## src/design/cossim_pkg.sv

```systemverilog
// Shared types, widths and constants of the cosine similarity block.
package cossim_pkg;

  // Field and register widths.
  localparam int ELEM_W = 16;
  localparam int SIM_W  = 16;
  localparam int LEN_W  = 10;
  localparam logic [LEN_W-1:0] LEN_RESET = 10'd512;

  // Default upper bound on the vector length.
  localparam int DEF_MAX_DIM = 512;

  // Accumulator and arithmetic widths.
  localparam int PROD_AB_W = 2 * ELEM_W;      // signed a*b
  localparam int PROD_SQ_W = 2 * ELEM_W - 1;  // a*a, never above 2^30
  localparam int DOT_W     = 41;
  localparam int NORM_W    = 40;
  localparam int MAG_W     = 40;
  localparam int HALF_W    = MAG_W / 2;       // digit of the serial multiplier
  localparam int WIDE_W    = 2 * MAG_W;       // full 40x40 product
  localparam int REM_W     = WIDE_W + 1;      // division remainder before subtract
  localparam int QUO_W     = 31;              // quotient never above 2^30
  localparam int SQ_W      = 32;
  localparam int Q_W       = 16;              // root never above 2^15

  localparam logic [SQ_W-1:0] SQ_BIT_INIT = SQ_W'(1) << (SQ_W - 2);
  localparam logic [SIM_W-1:0] SIM_POS_MAX = {1'b0, {(SIM_W-1){1'b1}}};

  // Step counts of the serial units.
  localparam int MUL_STEPS  = 4;
  localparam int DIV_STEPS  = QUO_W;
  localparam int SQRT_STEPS = Q_W;
  localparam int STEP_W     = $clog2(DIV_STEPS);

  // Commands from the controller to the datapath.
  typedef struct packed {
    logic       prod_load;   // input beat: register the element products
    logic       mul_clear;   // clear the product registers
    logic       mul_en;      // one partial product step
    logic       mul_sel;     // 0: norm product, 1: squared dot magnitude
    logic [1:0] mul_step;    // digit pair of the partial product
    logic       div_en;      // one quotient bit
    logic       div_first;   // first quotient bit, no shift
    logic       sqrt_en;     // one root bit
    logic       sqrt_first;  // first root bit, load the radicand
    logic       out_load;    // capture the result in the output register
    logic       acc_clear;   // clear the accumulators
  } cmd_t;

  // Status from the datapath to the controller.
  typedef struct packed {
    logic zero_norm;
  } status_t;

endpackage

```

## src/design/cossim_in_if.sv

```systemverilog
// Input channel: one element of each vector per beat.
interface cossim_in_if;
  logic                                     valid;
  logic                                     ready;
  logic signed [cossim_pkg::ELEM_W-1:0]     elem_a;
  logic signed [cossim_pkg::ELEM_W-1:0]     elem_b;

  modport source(output valid, output elem_a, output elem_b, input ready);
  modport sink(input valid, input elem_a, input elem_b, output ready);
endinterface

```

## src/design/cossim_out_if.sv

```systemverilog
// Result channel: one similarity value per comparison.
interface cossim_out_if;
  logic                                 valid;
  logic                                 ready;
  logic signed [cossim_pkg::SIM_W-1:0]  similarity;
  logic                                 zero_norm;

  modport source(output valid, output similarity, output zero_norm, input ready);
  modport sink(input valid, input similarity, input zero_norm, output ready);
endinterface

```

## src/design/cosine_similarity_core.sv

```systemverilog
// Top level of the cosine similarity block.
//
// Usage: each beat on in_ch carries one element of vector A and the element
// of vector B at the same index, both signed Q4.12. The block takes one beat
// per cycle until the count reaches the vector length in cfg_wr_data (written
// with cfg_wr_en while idle; zero counts as one, values above MAX_DIM as
// MAX_DIM). After the last beat in_ch.ready stays low while the result is
// formed: the product stage, a check, the 20x20 partial products, the
// divider, the square root and the load of the output register; when a norm
// is zero the check leads straight to the load. out_ch carries the
// similarity in Q1.15, saturated at +/-1.0, with zero_norm set and a zero
// value when either norm is zero.
// While out_ch is stalled the output register holds and the next vector is
// accepted; only a second finished result waits for the register to empty.
// Synchronous reset clears the accumulators, the count and the output valid,
// and sets the vector length to 512.
module cosine_similarity_core #(
  parameter int MAX_DIM = cossim_pkg::DEF_MAX_DIM
) (
  input  logic                          clk,
  input  logic                          rst_n,
  input  logic                          cfg_wr_en,
  input  logic [cossim_pkg::LEN_W-1:0]  cfg_wr_data,
  cossim_in_if.sink                     in_ch,
  cossim_out_if.source                  out_ch
);

  cossim_pkg::cmd_t    cmd;
  cossim_pkg::status_t status;

  // Sequencing and count.
  cossim_ctrl #(
    .MAX_DIM (MAX_DIM)
  ) u_ctrl (
    .clk         (clk),
    .rst_n       (rst_n),
    .cfg_wr_en   (cfg_wr_en),
    .cfg_wr_data (cfg_wr_data),
    .in_valid    (in_ch.valid),
    .in_ready    (in_ch.ready),
    .out_valid   (out_ch.valid),
    .out_ready   (out_ch.ready),
    .status      (status),
    .cmd         (cmd)
  );

  // Arithmetic.
  cossim_dpath u_dpath (
    .clk        (clk),
    .rst_n      (rst_n),
    .cmd        (cmd),
    .status     (status),
    .elem_a     (in_ch.elem_a),
    .elem_b     (in_ch.elem_b),
    .similarity (out_ch.similarity),
    .zero_norm  (out_ch.zero_norm)
  );

endmodule

```

## src/design/cossim_ctrl.sv

```systemverilog
// Controller: element count, vector length register and sequencing of the final steps.
module cossim_ctrl #(
  parameter int MAX_DIM = cossim_pkg::DEF_MAX_DIM
) (
  input  logic                          clk,
  input  logic                          rst_n,
  input  logic                          cfg_wr_en,
  input  logic [cossim_pkg::LEN_W-1:0]  cfg_wr_data,
  input  logic                          in_valid,
  output logic                          in_ready,
  output logic                          out_valid,
  input  logic                          out_ready,
  input  cossim_pkg::status_t           status,
  output cossim_pkg::cmd_t              cmd
);

  localparam int LenW = cossim_pkg::LEN_W;
  localparam int DimW = $clog2(MAX_DIM + 1);
  localparam int CmpW = (DimW > LenW) ? DimW : LenW;
  localparam int StepW = cossim_pkg::STEP_W;

  localparam logic [StepW-1:0] MulLast  = StepW'(cossim_pkg::MUL_STEPS - 1);
  localparam logic [StepW-1:0] DivLast  = StepW'(cossim_pkg::DIV_STEPS - 1);
  localparam logic [StepW-1:0] SqrtLast = StepW'(cossim_pkg::SQRT_STEPS - 1);

  localparam logic [2:0] S_ACC   = 3'd0;
  localparam logic [2:0] S_DRAIN = 3'd1;
  localparam logic [2:0] S_CHECK = 3'd2;
  localparam logic [2:0] S_MULP  = 3'd3;
  localparam logic [2:0] S_MULM  = 3'd4;
  localparam logic [2:0] S_DIV   = 3'd5;
  localparam logic [2:0] S_SQRT  = 3'd6;
  localparam logic [2:0] S_DONE  = 3'd7;

  logic [2:0]       state_r, state_nxt;
  logic [StepW-1:0] step_r, step_nxt;
  logic [LenW-1:0]  count_r, count_nxt;
  logic [LenW-1:0]  vlen_r;
  logic             out_valid_r, out_valid_nxt;

  logic [LenW-1:0]  count_inc;
  logic [CmpW-1:0]  vlen_ext;
  logic [CmpW-1:0]  eff_len;
  logic             beat;
  logic             last_elem;
  logic             out_free;

  assign in_ready  = (state_r == S_ACC);
  assign out_valid = out_valid_r;
  assign beat      = in_valid && in_ready;
  assign out_free  = !out_valid_r || out_ready;

  // Effective length: zero counts as one, anything above the bound as the bound.
  always_comb begin
    vlen_ext = CmpW'(vlen_r);
    if (vlen_ext == '0) begin
      eff_len = CmpW'(1);
    end else if (vlen_ext > CmpW'(MAX_DIM)) begin
      eff_len = CmpW'(MAX_DIM);
    end else begin
      eff_len = vlen_ext;
    end
  end

  // The count wraps in its own width; a wrap also closes the vector.
  assign count_inc = count_r + LenW'(1);
  assign last_elem = (count_inc == '0) || (CmpW'(count_inc) >= eff_len);

  // Next state and commands.
  always_comb begin
    state_nxt = state_r;
    step_nxt  = step_r;
    count_nxt = count_r;
    cmd       = '0;
    cmd.prod_load = beat;
    unique case (state_r)
      S_ACC: begin
        if (beat) begin
          count_nxt = last_elem ? '0 : count_inc;
          if (last_elem) begin
            state_nxt = S_DRAIN;
          end
        end
      end
      S_DRAIN: begin
        state_nxt = S_CHECK;
      end
      S_CHECK: begin
        cmd.mul_clear = 1'b1;
        step_nxt      = '0;
        state_nxt     = status.zero_norm ? S_DONE : S_MULP;
      end
      S_MULP: begin
        cmd.mul_en   = 1'b1;
        cmd.mul_sel  = 1'b0;
        cmd.mul_step = step_r[1:0];
        if (step_r == MulLast) begin
          step_nxt  = '0;
          state_nxt = S_MULM;
        end else begin
          step_nxt = step_r + StepW'(1);
        end
      end
      S_MULM: begin
        cmd.mul_en   = 1'b1;
        cmd.mul_sel  = 1'b1;
        cmd.mul_step = step_r[1:0];
        if (step_r == MulLast) begin
          step_nxt  = '0;
          state_nxt = S_DIV;
        end else begin
          step_nxt = step_r + StepW'(1);
        end
      end
      S_DIV: begin
        cmd.div_en    = 1'b1;
        cmd.div_first = (step_r == '0);
        if (step_r == DivLast) begin
          step_nxt  = '0;
          state_nxt = S_SQRT;
        end else begin
          step_nxt = step_r + StepW'(1);
        end
      end
      S_SQRT: begin
        cmd.sqrt_en    = 1'b1;
        cmd.sqrt_first = (step_r == '0);
        if (step_r == SqrtLast) begin
          step_nxt  = '0;
          state_nxt = S_DONE;
        end else begin
          step_nxt = step_r + StepW'(1);
        end
      end
      S_DONE: begin
        if (out_free) begin
          cmd.out_load  = 1'b1;
          cmd.acc_clear = 1'b1;
          state_nxt     = S_ACC;
        end
      end
    endcase
  end

  // Output valid is set by a load and held until the receiver takes the beat.
  assign out_valid_nxt = cmd.out_load || (out_valid_r && !out_ready);

  // Control registers.
  always_ff @(posedge clk) begin
    if (!rst_n) begin
      state_r     <= S_ACC;
      step_r      <= '0;
      count_r     <= '0;
      vlen_r      <= cossim_pkg::LEN_RESET;
      out_valid_r <= 1'b0;
    end else begin
      state_r     <= state_nxt;
      step_r      <= step_nxt;
      count_r     <= count_nxt;
      out_valid_r <= out_valid_nxt;
      if (cfg_wr_en) begin
        vlen_r <= cfg_wr_data;
      end
    end
  end

endmodule

```

## src/design/cossim_dpath.sv

```systemverilog
// Datapath: product stage, accumulators, serial multiplier, divider, square root, output register.
module cossim_dpath (
  input  logic                                 clk,
  input  logic                                 rst_n,
  input  cossim_pkg::cmd_t                     cmd,
  output cossim_pkg::status_t                  status,
  input  logic signed [cossim_pkg::ELEM_W-1:0] elem_a,
  input  logic signed [cossim_pkg::ELEM_W-1:0] elem_b,
  output logic signed [cossim_pkg::SIM_W-1:0]  similarity,
  output logic                                 zero_norm
);

  localparam int HalfW = cossim_pkg::HALF_W;
  localparam int WideW = cossim_pkg::WIDE_W;
  localparam int RemW  = cossim_pkg::REM_W;
  localparam int QuoW  = cossim_pkg::QUO_W;
  localparam int SqW   = cossim_pkg::SQ_W;
  localparam int QW    = cossim_pkg::Q_W;
  localparam int SimW  = cossim_pkg::SIM_W;

  // Product stage.
  logic                                      prod_vld_r;
  logic signed [cossim_pkg::PROD_AB_W-1:0]   p_ab_r;
  logic [cossim_pkg::PROD_SQ_W-1:0]          p_aa_r;
  logic [cossim_pkg::PROD_SQ_W-1:0]          p_bb_r;
  logic signed [cossim_pkg::PROD_AB_W-1:0]   p_ab_nxt, p_aa_full, p_bb_full;

  // Accumulators.
  logic signed [cossim_pkg::DOT_W-1:0]       dot_r;
  logic [cossim_pkg::NORM_W-1:0]             na_r;
  logic [cossim_pkg::NORM_W-1:0]             nb_r;

  // Serial multiplier and divider operands.
  logic [WideW-1:0]                          divisor_r;
  logic [RemW-1:0]                           rem_r;
  logic [QuoW-1:0]                           quo_r;
  logic [SqW-1:0]                            sq_num_r, sq_res_r, sq_bit_r;
  logic signed [SimW-1:0]                    sim_r;
  logic                                      zero_r;

  logic                                      dot_neg;
  logic [cossim_pkg::DOT_W-1:0]              dot_abs;
  logic [cossim_pkg::MAG_W-1:0]              mag;
  logic [cossim_pkg::MAG_W-1:0]              mul_x, mul_y;
  logic [HalfW-1:0]                          x_dig, y_dig;
  logic [2*HalfW-1:0]                        pp;
  logic [WideW-1:0]                          pp_ext, pp_sh, mul_base, mul_sum;
  logic [RemW-1:0]                           div_shift, div_dvs, rem_nxt;
  logic                                      div_ge;
  logic [SqW-1:0]                            num_cur, res_cur, bit_cur, trial;
  logic [SqW-1:0]                            sq_num_nxt, sq_res_nxt;
  logic [QW-1:0]                             root;
  logic signed [SimW-1:0]                    sim_nxt;
  logic                                      zero_now;

  // Element products.
  assign p_ab_nxt  = elem_a * elem_b;
  assign p_aa_full = elem_a * elem_a;
  assign p_bb_full = elem_b * elem_b;

  always_ff @(posedge clk) begin
    if (!rst_n) begin
      prod_vld_r <= 1'b0;
    end else begin
      prod_vld_r <= cmd.prod_load;
    end
    if (cmd.prod_load) begin
      p_ab_r <= p_ab_nxt;
      p_aa_r <= p_aa_full[cossim_pkg::PROD_SQ_W-1:0];
      p_bb_r <= p_bb_full[cossim_pkg::PROD_SQ_W-1:0];
    end
  end

  // Accumulate one product set per cycle; clear when the result is loaded into the output register.
  always_ff @(posedge clk) begin
    if (!rst_n || cmd.acc_clear) begin
      dot_r <= '0;
      na_r  <= '0;
      nb_r  <= '0;
    end else if (prod_vld_r) begin
      dot_r <= dot_r + cossim_pkg::DOT_W'(p_ab_r);
      na_r  <= na_r + cossim_pkg::NORM_W'(p_aa_r);
      nb_r  <= nb_r + cossim_pkg::NORM_W'(p_bb_r);
    end
  end

  // Sign and magnitude of the dot product; the magnitude always fits 40 bits.
  assign dot_neg  = dot_r[cossim_pkg::DOT_W-1];
  assign dot_abs  = dot_neg ? (~dot_r + 1'b1) : dot_r;
  assign mag      = dot_abs[cossim_pkg::MAG_W-1:0];
  assign zero_now = (na_r == '0) || (nb_r == '0);
  assign status.zero_norm = zero_now;

  // Serial multiplier: one 20x20 partial product per cycle.
  assign mul_x = cmd.mul_sel ? mag : na_r;
  assign mul_y = cmd.mul_sel ? mag : nb_r;
  assign x_dig = cmd.mul_step[1] ? mul_x[2*HalfW-1:HalfW] : mul_x[HalfW-1:0];
  assign y_dig = cmd.mul_step[0] ? mul_y[2*HalfW-1:HalfW] : mul_y[HalfW-1:0];
  assign pp     = x_dig * y_dig;
  assign pp_ext = WideW'(pp);

  always_comb begin
    unique case (cmd.mul_step)
      2'b00:        pp_sh = pp_ext;
      2'b01, 2'b10: pp_sh = pp_ext << HalfW;
      2'b11:        pp_sh = pp_ext << (2 * HalfW);
    endcase
  end

  assign mul_base = cmd.mul_sel ? rem_r[WideW-1:0] : divisor_r;
  assign mul_sum  = mul_base + pp_sh;

  // Restoring division of the squared magnitude times 2^30 by the norm product.
  assign div_shift = cmd.div_first ? rem_r : {rem_r[RemW-2:0], 1'b0};
  assign div_dvs   = RemW'(divisor_r);
  assign div_ge    = (div_shift >= div_dvs);
  assign rem_nxt   = div_ge ? (div_shift - div_dvs) : div_shift;

  always_ff @(posedge clk) begin
    if (cmd.mul_clear) begin
      divisor_r <= '0;
      rem_r     <= '0;
    end else if (cmd.mul_en) begin
      if (cmd.mul_sel) begin
        rem_r <= RemW'(mul_sum);
      end else begin
        divisor_r <= mul_sum;
      end
    end else if (cmd.div_en) begin
      rem_r <= rem_nxt;
      quo_r <= {quo_r[QuoW-2:0], div_ge};
    end
  end

  // Integer square root of the quotient, one result bit per cycle.
  assign num_cur = cmd.sqrt_first ? SqW'(quo_r) : sq_num_r;
  assign res_cur = cmd.sqrt_first ? '0 : sq_res_r;
  assign bit_cur = cmd.sqrt_first ? cossim_pkg::SQ_BIT_INIT : sq_bit_r;
  assign trial   = res_cur + bit_cur;

  always_comb begin
    if (num_cur >= trial) begin
      sq_num_nxt = num_cur - trial;
      sq_res_nxt = (res_cur >> 1) + bit_cur;
    end else begin
      sq_num_nxt = num_cur;
      sq_res_nxt = res_cur >> 1;
    end
  end

  always_ff @(posedge clk) begin
    if (cmd.sqrt_en) begin
      sq_num_r <= sq_num_nxt;
      sq_res_r <= sq_res_nxt;
      sq_bit_r <= bit_cur >> 2;
    end
  end

  // Sign, saturation at +1.0 and the zero norm case.
  assign root = sq_res_r[QW-1:0];

  always_comb begin
    if (zero_now) begin
      sim_nxt = '0;
    end else if (dot_neg) begin
      sim_nxt = SimW'(~root + 1'b1);
    end else if (root > QW'(cossim_pkg::SIM_POS_MAX)) begin
      sim_nxt = cossim_pkg::SIM_POS_MAX;
    end else begin
      sim_nxt = SimW'(root);
    end
  end

  // Output register.
  always_ff @(posedge clk) begin
    if (cmd.out_load) begin
      sim_r  <= sim_nxt;
      zero_r <= zero_now;
    end
  end

  assign similarity = sim_r;
  assign zero_norm  = zero_r;

endmodule

```

## src/flat_wrapper.sv

```systemverilog
// flat-port wrapper written by rule: the top's interface ports become plain ports
module cosine_similarity_core_flat 
#(
  parameter int MAX_DIM = cossim_pkg::DEF_MAX_DIM
)
  (clk, rst_n, cfg_wr_en, cfg_wr_data, in_ch_valid, in_ch_elem_a, in_ch_elem_b, in_ch_ready, out_ch_valid, out_ch_similarity, out_ch_zero_norm, out_ch_ready);
  cossim_in_if in_ch_i ();
  cossim_out_if out_ch_i ();
  input  logic clk;
  input  logic rst_n;
  input  logic cfg_wr_en;
  input  logic [cossim_pkg::LEN_W-1:0] cfg_wr_data;
  input wire logic [$bits(in_ch_i.valid)-1:0] in_ch_valid;
  input wire logic [$bits(in_ch_i.elem_a)-1:0] in_ch_elem_a;
  input wire logic [$bits(in_ch_i.elem_b)-1:0] in_ch_elem_b;
  output wire logic [$bits(in_ch_i.ready)-1:0] in_ch_ready;
  output wire logic [$bits(out_ch_i.valid)-1:0] out_ch_valid;
  output wire logic [$bits(out_ch_i.similarity)-1:0] out_ch_similarity;
  output wire logic [$bits(out_ch_i.zero_norm)-1:0] out_ch_zero_norm;
  input wire logic [$bits(out_ch_i.ready)-1:0] out_ch_ready;
  assign in_ch_i.valid = in_ch_valid;
  assign in_ch_i.elem_a = in_ch_elem_a;
  assign in_ch_i.elem_b = in_ch_elem_b;
  assign in_ch_ready = in_ch_i.ready;
  assign out_ch_valid = out_ch_i.valid;
  assign out_ch_similarity = out_ch_i.similarity;
  assign out_ch_zero_norm = out_ch_i.zero_norm;
  assign out_ch_i.ready = out_ch_ready;
  cosine_similarity_core #(.MAX_DIM(MAX_DIM)) u_core (.clk(clk), .rst_n(rst_n), .cfg_wr_en(cfg_wr_en), .cfg_wr_data(cfg_wr_data), .in_ch(in_ch_i), .out_ch(out_ch_i));
endmodule
```

## config.mk

```make
export PLATFORM = sky130hd
export DESIGN_NAME = cosine_similarity_core_flat
export DESIGN_NICKNAME = d
export VERILOG_FILES = /design/src/design/cossim_pkg.sv /design/src/design/cossim_in_if.sv /design/src/design/cossim_out_if.sv /design/src/design/cosine_similarity_core.sv /design/src/design/cossim_ctrl.sv /design/src/design/cossim_dpath.sv /design/src/flat_wrapper.sv
export SDC_FILE = /design/constraint.sdc
export NUM_CORES = 2
export LEC_CHECK = 0
export ABC_AREA = 1
export ABC_CLOCK_PERIOD_IN_PS = 27000
export BUFFER_PORTS_ARGS = -buffer_cell sky130_fd_sc_hd__buf_2
export CORE_MARGIN = 1
export CORE_UTILIZATION = 60
export DETAILED_ROUTE_END_ITERATION = 8
export GPL_TIMING_DRIVEN = 0
export HOLD_SLACK_MARGIN = 0.15
export PLACE_DENSITY_LB_ADDON = 0.2
export SETUP_SLACK_MARGIN = 0.02
export SLEW_MARGIN = 20
export SYNTH_ARGS = -nofsm -noshare
export SYNTH_HDL_FRONTEND = slang
export SYNTH_HIERARCHICAL = 1
export SYNTH_SLANG_ARGS = --single-unit
```

## constraint.sdc

```tcl
create_clock -name clk -period 27 [get_ports clk]
set_clock_uncertainty 0.1 [all_clocks]
set_input_delay 4.05 -clock clk [delete_from_list [all_inputs] [get_ports clk]]
set_output_delay 4.05 -clock clk [all_outputs]
set_load 0.03 [all_outputs]
```

# == After elaboration in Yosys (flattened, before gate mapping) ==
# Index checks and enable logic that the tools add are counted.
# op_classes
magnitude_cmp,5
n_eq_ne,21
n_bitwise,5
n_reduce_logical,26
mul,4
muxes,41
n_addsub,12
# ops
cell,n
$mux W81,5
$pmux W80 S3,1
$mux W40,3
$mux W32,3
$ge A81 B80 Y1,1
$sub A81 B80 Y81,1
$add A40 B31 Y40,2
$add A80 B80 Y80,1
$logic_not A40 Y1,2
$mux W80,1
$mul A16 B16 Y31,2
$mux W31,2
$add A41 B32 Y41,1
$add A40 B1 Y40 const B,1
$mul A20 B20 Y40,1
$mux W20,2
$not A40 Y40,1
$add A31 B31 Y32,1
$add A32 B31 Y32,1
$ge A32 B32 Y1,1
$mul A16 B16 Y32,1
$mux W16,2
$sub A32 B32 Y32,1
$mux W10,3
other kinds (38),74
# totals
wordCells,135
reg_bits,548

# == Longest topological paths before layout ==
# logic_depth
ltp_word,10
ltp_mapped,59
ltp_nobuf,58

# == Cells and area by module ==
# Netlist, hierarchy kept.
# by_module_without_submodules
module,n_inst,area_each_um2,cells_each
cossim_dpath,1,91365.1,13378
cossim_ctrl,1,1908.1,283

# == Worst setup path after synthesis ==
# Ideal clock, no wire load.
# synth_timing
path_type,input port to flip-flop
from,input port in_ch_elem_a[15]
to,"register u_core/u_dpath/p_aa_r[28] (netlist name), data pin"
slack_ns,17.160
arrival_time_ns,9.477
n_path_buf,2
path_stages,21
path_cell_list,clkbuf_1 > clkbuf_1 > nand2_1 > inv_1 > fa_1 > fa_1 > inv_1 > fa_1 > fa_1 > fa_1 > fa_1 > inv_1 > ha_1 > nand2_1 > nor4_1 > nand2_1 > o211ai_1 > nand3_1 > nand2_1 > a31oi_1 > xor2_1
# synth_via
elab_chain_cells,1
# synth_lines
element,line_no,text
"start, declared",flat_wrapper.sv:14,input wire logic [$bits(in_ch_i.elem_a)-1:0] in_ch_elem_a;
$mul A16 B16 Y31,cossim_dpath.sv:58,assign p_aa_full = elem_a * elem_a;
"net u_core.u_dpath.p_aa_full, one bit",cossim_dpath.sv:26,"logic signed [cossim_pkg::PROD_AB_W-1:0] p_ab_nxt, p_aa_full, p_bb_full;"
"end signal, assigned",cossim_dpath.sv:69,p_aa_r <= p_aa_full[cossim_pkg::PROD_SQ_W-1:0];
"end, declared",cossim_dpath.sv:24,logic [cossim_pkg::PROD_SQ_W-1:0] p_aa_r;
# The timed path passes the listed nets, and every way through them passes these cells.
# A chain may end at the register's enable or synchronous reset.

==> impl_metrics.csv <==
group,metric,value,unit
clock_tree,numCtsBuffers,67,
synthesis,yosysSeqAreaShare,13.7,%
clock_tree,cts.sinks,531,
timing,slew_headroom,14.2,%
global_routing,grt_pass1_vias,93600,
floorplanning,die-area,0.157,sq mm
finish,layout.nets,15600,
synthesis,ys_types,68,
synthesis,synth_top_area_cell,"fa_1",
finish,syn2layout_area_growth,5.75,%
routing,drcViolationCount,0,
critical_path,cp_slowest_cell,"a21oi_1",
worst_hold_path,min_path_cells,0,
global_routing,track_usage,48.0,%
clock_tree,clk-insertion-delay-late,0.71,ns
timing,worstMarginPinSlew,1.29,ns
timing,setup_violations,0,
critical_path,reg2reg_slack,12.46,ns
critical_path,worstSetupStartpointType,"register",
place,placed_cell_area,0.0963,sq mm
clock_tree,clk_pin_slew,0.06,ns
timing,finalMaxSlewViolations,0,
finish,nFillCells,14100,
synthesis,async_flop_share,0,%
critical_path,arrival,15.05,ns
synthesis,synth.avg_cell_area,6.83,sq um
timing,rsz0062_at_grt,"no",
status,status,"complete, no violations",
clock_tree,htree_levels,3,
critical_path,path_class,"reg -> reg",
timing,hold_violations,0,
critical_path,required,27.51,ns
synthesis,ys_ff_latch,531,
global_routing,grt_pass1_wl,560,mm
routing,via_per_inst,6.06,
synthesis,synthCells,13700,
critical_path,setup.worst_path.end_class,"register",
synthesis,synth_edf_count,219,
floorplanning,die_w,396,um
place,globalplace.congestion,1.18,
timing,fin_crit,14.54,ns
floorplanning,die_y,396,um
global_routing,antenna_found_initial,23,
place,io_buffers,62,
routing,first_pass_iters,9,
global_routing,grt_max_degree,94,
finish,design_area,0.0986,sq mm
global_routing,grt-ovfl-total,0,
synthesis,yosys-top-cells-area,"fa_1, nand2_1, inv_1",
synthesis,yosys-top-cells-count,"nand2_1, inv_1, nor2_1",
clock_tree,cts_tree,"done",
clock_tree,postCtsSetupBuffers,0,
synthesis,synthFlopType,"dfxtp_1",
routing,wirelength,383,mm
routing,drtIter0Drc,13100,
floorplanning,io_pins,66,
place,hpwl,321,mm
worst_hold_path,hold_start,"u_core/u_dpath/quo_r[2]",
floorplanning,initial_core_util,60.5,%
floorplanning,rows,144,
synthesis,synth.top_cell.area_share,22.5,%
timing,setup_tns,0,ns
routing,routedWlPerCell,24.0,um
synthesis,syn_nets,15500,
critical_path,reg2reg_depth,48,
critical_path,reg2reg_to,"u_core/u_dpath/rem_r[52]",
finish,drive_gt1_share,3.30,%
critical_path,worstPathMaxFanout,10,
routing,drt.antenna.violating_nets,0,
clock_tree,cts_root_buffer,"clkbuf_16",
timing,max_freq,68.8,MHz
clock_tree,clockBufferDepth,3,
critical_path,max_stage_delay,0.84,ns
synthesis,yosys_warnings,6,
worst_hold_path,min_path_type,"reg -> reg",
critical_path,r2r-start,"u_core/u_ctrl/state_r[1]",
clock_tree,cts-resized-gates,0,
flow_run,drv_cap,0,
worst_hold_path,worstHoldEndpoint,"u_core/u_dpath/quo_r[3]",
clock_tree,cts_hold_buf,0,
timing,fin_crit_sh,53.8,%
synthesis,syn_area,0.0933,sq mm
routing,vias,96300,
synthesis,yosysMostFrequentCell,"nand2_1",
floorplanning,coreArea,0.154,sq mm
==> registers in the layout (all words and copies together) (netlist names), 32 cells and up <==
register / cells
u_core/u_dpath/divisor_r: 80
u_core/u_dpath/dot_r: 41
u_core/u_dpath/na_r: 40
u_core/u_dpath/nb_r: 40
u_core/u_dpath/p_ab_r: 32
u_core/u_dpath/rem_r: 81
u_core/u_dpath/sq_num_r: 32
u_core/u_dpath/sq_res_r: 32
==> routing by layer <==
| layer | up-vias | share of wire [%] | GRT usage [%] | wire [um] |
|---|---|---|---|---|
| met5 | - | 0.051 | 0.462 | 197 |
| met4 | 16 | 8.5 | 33.7 | 32600 |
| met3 | 1620 | 14 | 17.4 | 55000 |
| met2 | 6905 | 40 | 68.0 | 154000 |
| met1 | 45300 | 37 | 60.4 | 141000 |
| li1 | 42500 | - | - | - |
==> cell type report <==
class | count | area, sq um | area share [%]
clock inverter | 35 | 463 | 0.469
buffer | 378 | 1700 | 1.73
multi-input combinational | 9647 | 67100 | 68.1
antenna | 14 | 35.0 | 0.0355
sequential | 531 | 12800 | 13.0
clock buffer | 88 | 1840 | 1.86
timing repair buffer | 67 | 425 | 0.431
tap | 2044 | 2560 | 2.59
inverter | 3105 | 11700 | 11.8
==> per-stage QoR <==
| step | setup WS [ns] | util [%] | hold WS [ns] | instances |
|---|---|---|---|---|
| after global placement | 13.47 | 62.3 | 0.333 | 15800 |
| final | 12.46 | 64.0 | 0.354 | 15900 |
| after CTS | 13.55 | 63.9 | 0.352 | 15900 |
| after floorplan | 17.16 | - | 0.326 | 13700 |
| after global routing | 12.59 | 63.9 | 0.369 | 15900 |
| after detailed placement | 13.61 | 62.4 | 0.339 | 15800 |
==> worst max path at each step <==
stage	from	to	cells after the start
after floorplan	in_ch_elem_a[15]	u_core/u_dpath/p_aa_r[28]	21
after global placement	u_core/u_ctrl/state_r[1]	u_core/u_dpath/rem_r[52]	48
after detailed placement	u_core/u_ctrl/state_r[1]	u_core/u_dpath/rem_r[52]	48
after CTS	u_core/u_ctrl/state_r[1]	u_core/u_dpath/rem_r[52]	48
after global routing	u_core/u_ctrl/state_r[1]	u_core/u_dpath/rem_r[68]	49
final	u_core/u_ctrl/state_r[1]	u_core/u_dpath/rem_r[52]	48
==> cell families (layout without fill, tap and decap cells) <==
group | count (synthesis) | after routing | synth area share (%)
buffers and inverters | 3483 | 3673 | 14.3
other | 0 | 14 | 0
AO/OA/AOI/OAI | 2059 | 2059 | 12.3
multiplexers | 1 | 1 | 0.0107
adder cells (fa/ha/maj) | 1796 | 1796 | 32.5
AND/OR/NAND/NOR | 5437 | 5437 | 23.8
XOR/XNOR | 354 | 354 | 3.32
flip-flops | 531 | 531 | 13.7
==> worst max-delay path: cells and delay by family (launching register included) <==
kind | cells | cell delay, ns
AO/OA/AOI/OAI | 11 | 4.63
adder cells (fa/ha/maj) | 9 | 3.73
AND/OR/NAND/NOR | 15 | 3.20
buffers and inverters | 13 | 2.42
flip-flops | 1 | 0.30
==> layout by cell type, fill, tap and decap left out, types with 118 or more instances in the layout <==
master / instances
clkbuf_1: 276
nor2_1: 1069
nand3_1: 547
nand2_1: 3389
ha_1: 746
dfxtp_1: 312
o211ai_1: 121
a21oi_1: 831
xor2_1: 232
o21ai_0: 744
buf_2: 118
fa_1: 1050
inv_1: 3072
edfxtp_1: 219
xnor2_1: 121
Power is not shown: default switching activity piles up to over one toggle a cycle in this logic, so the estimate is an artifact.
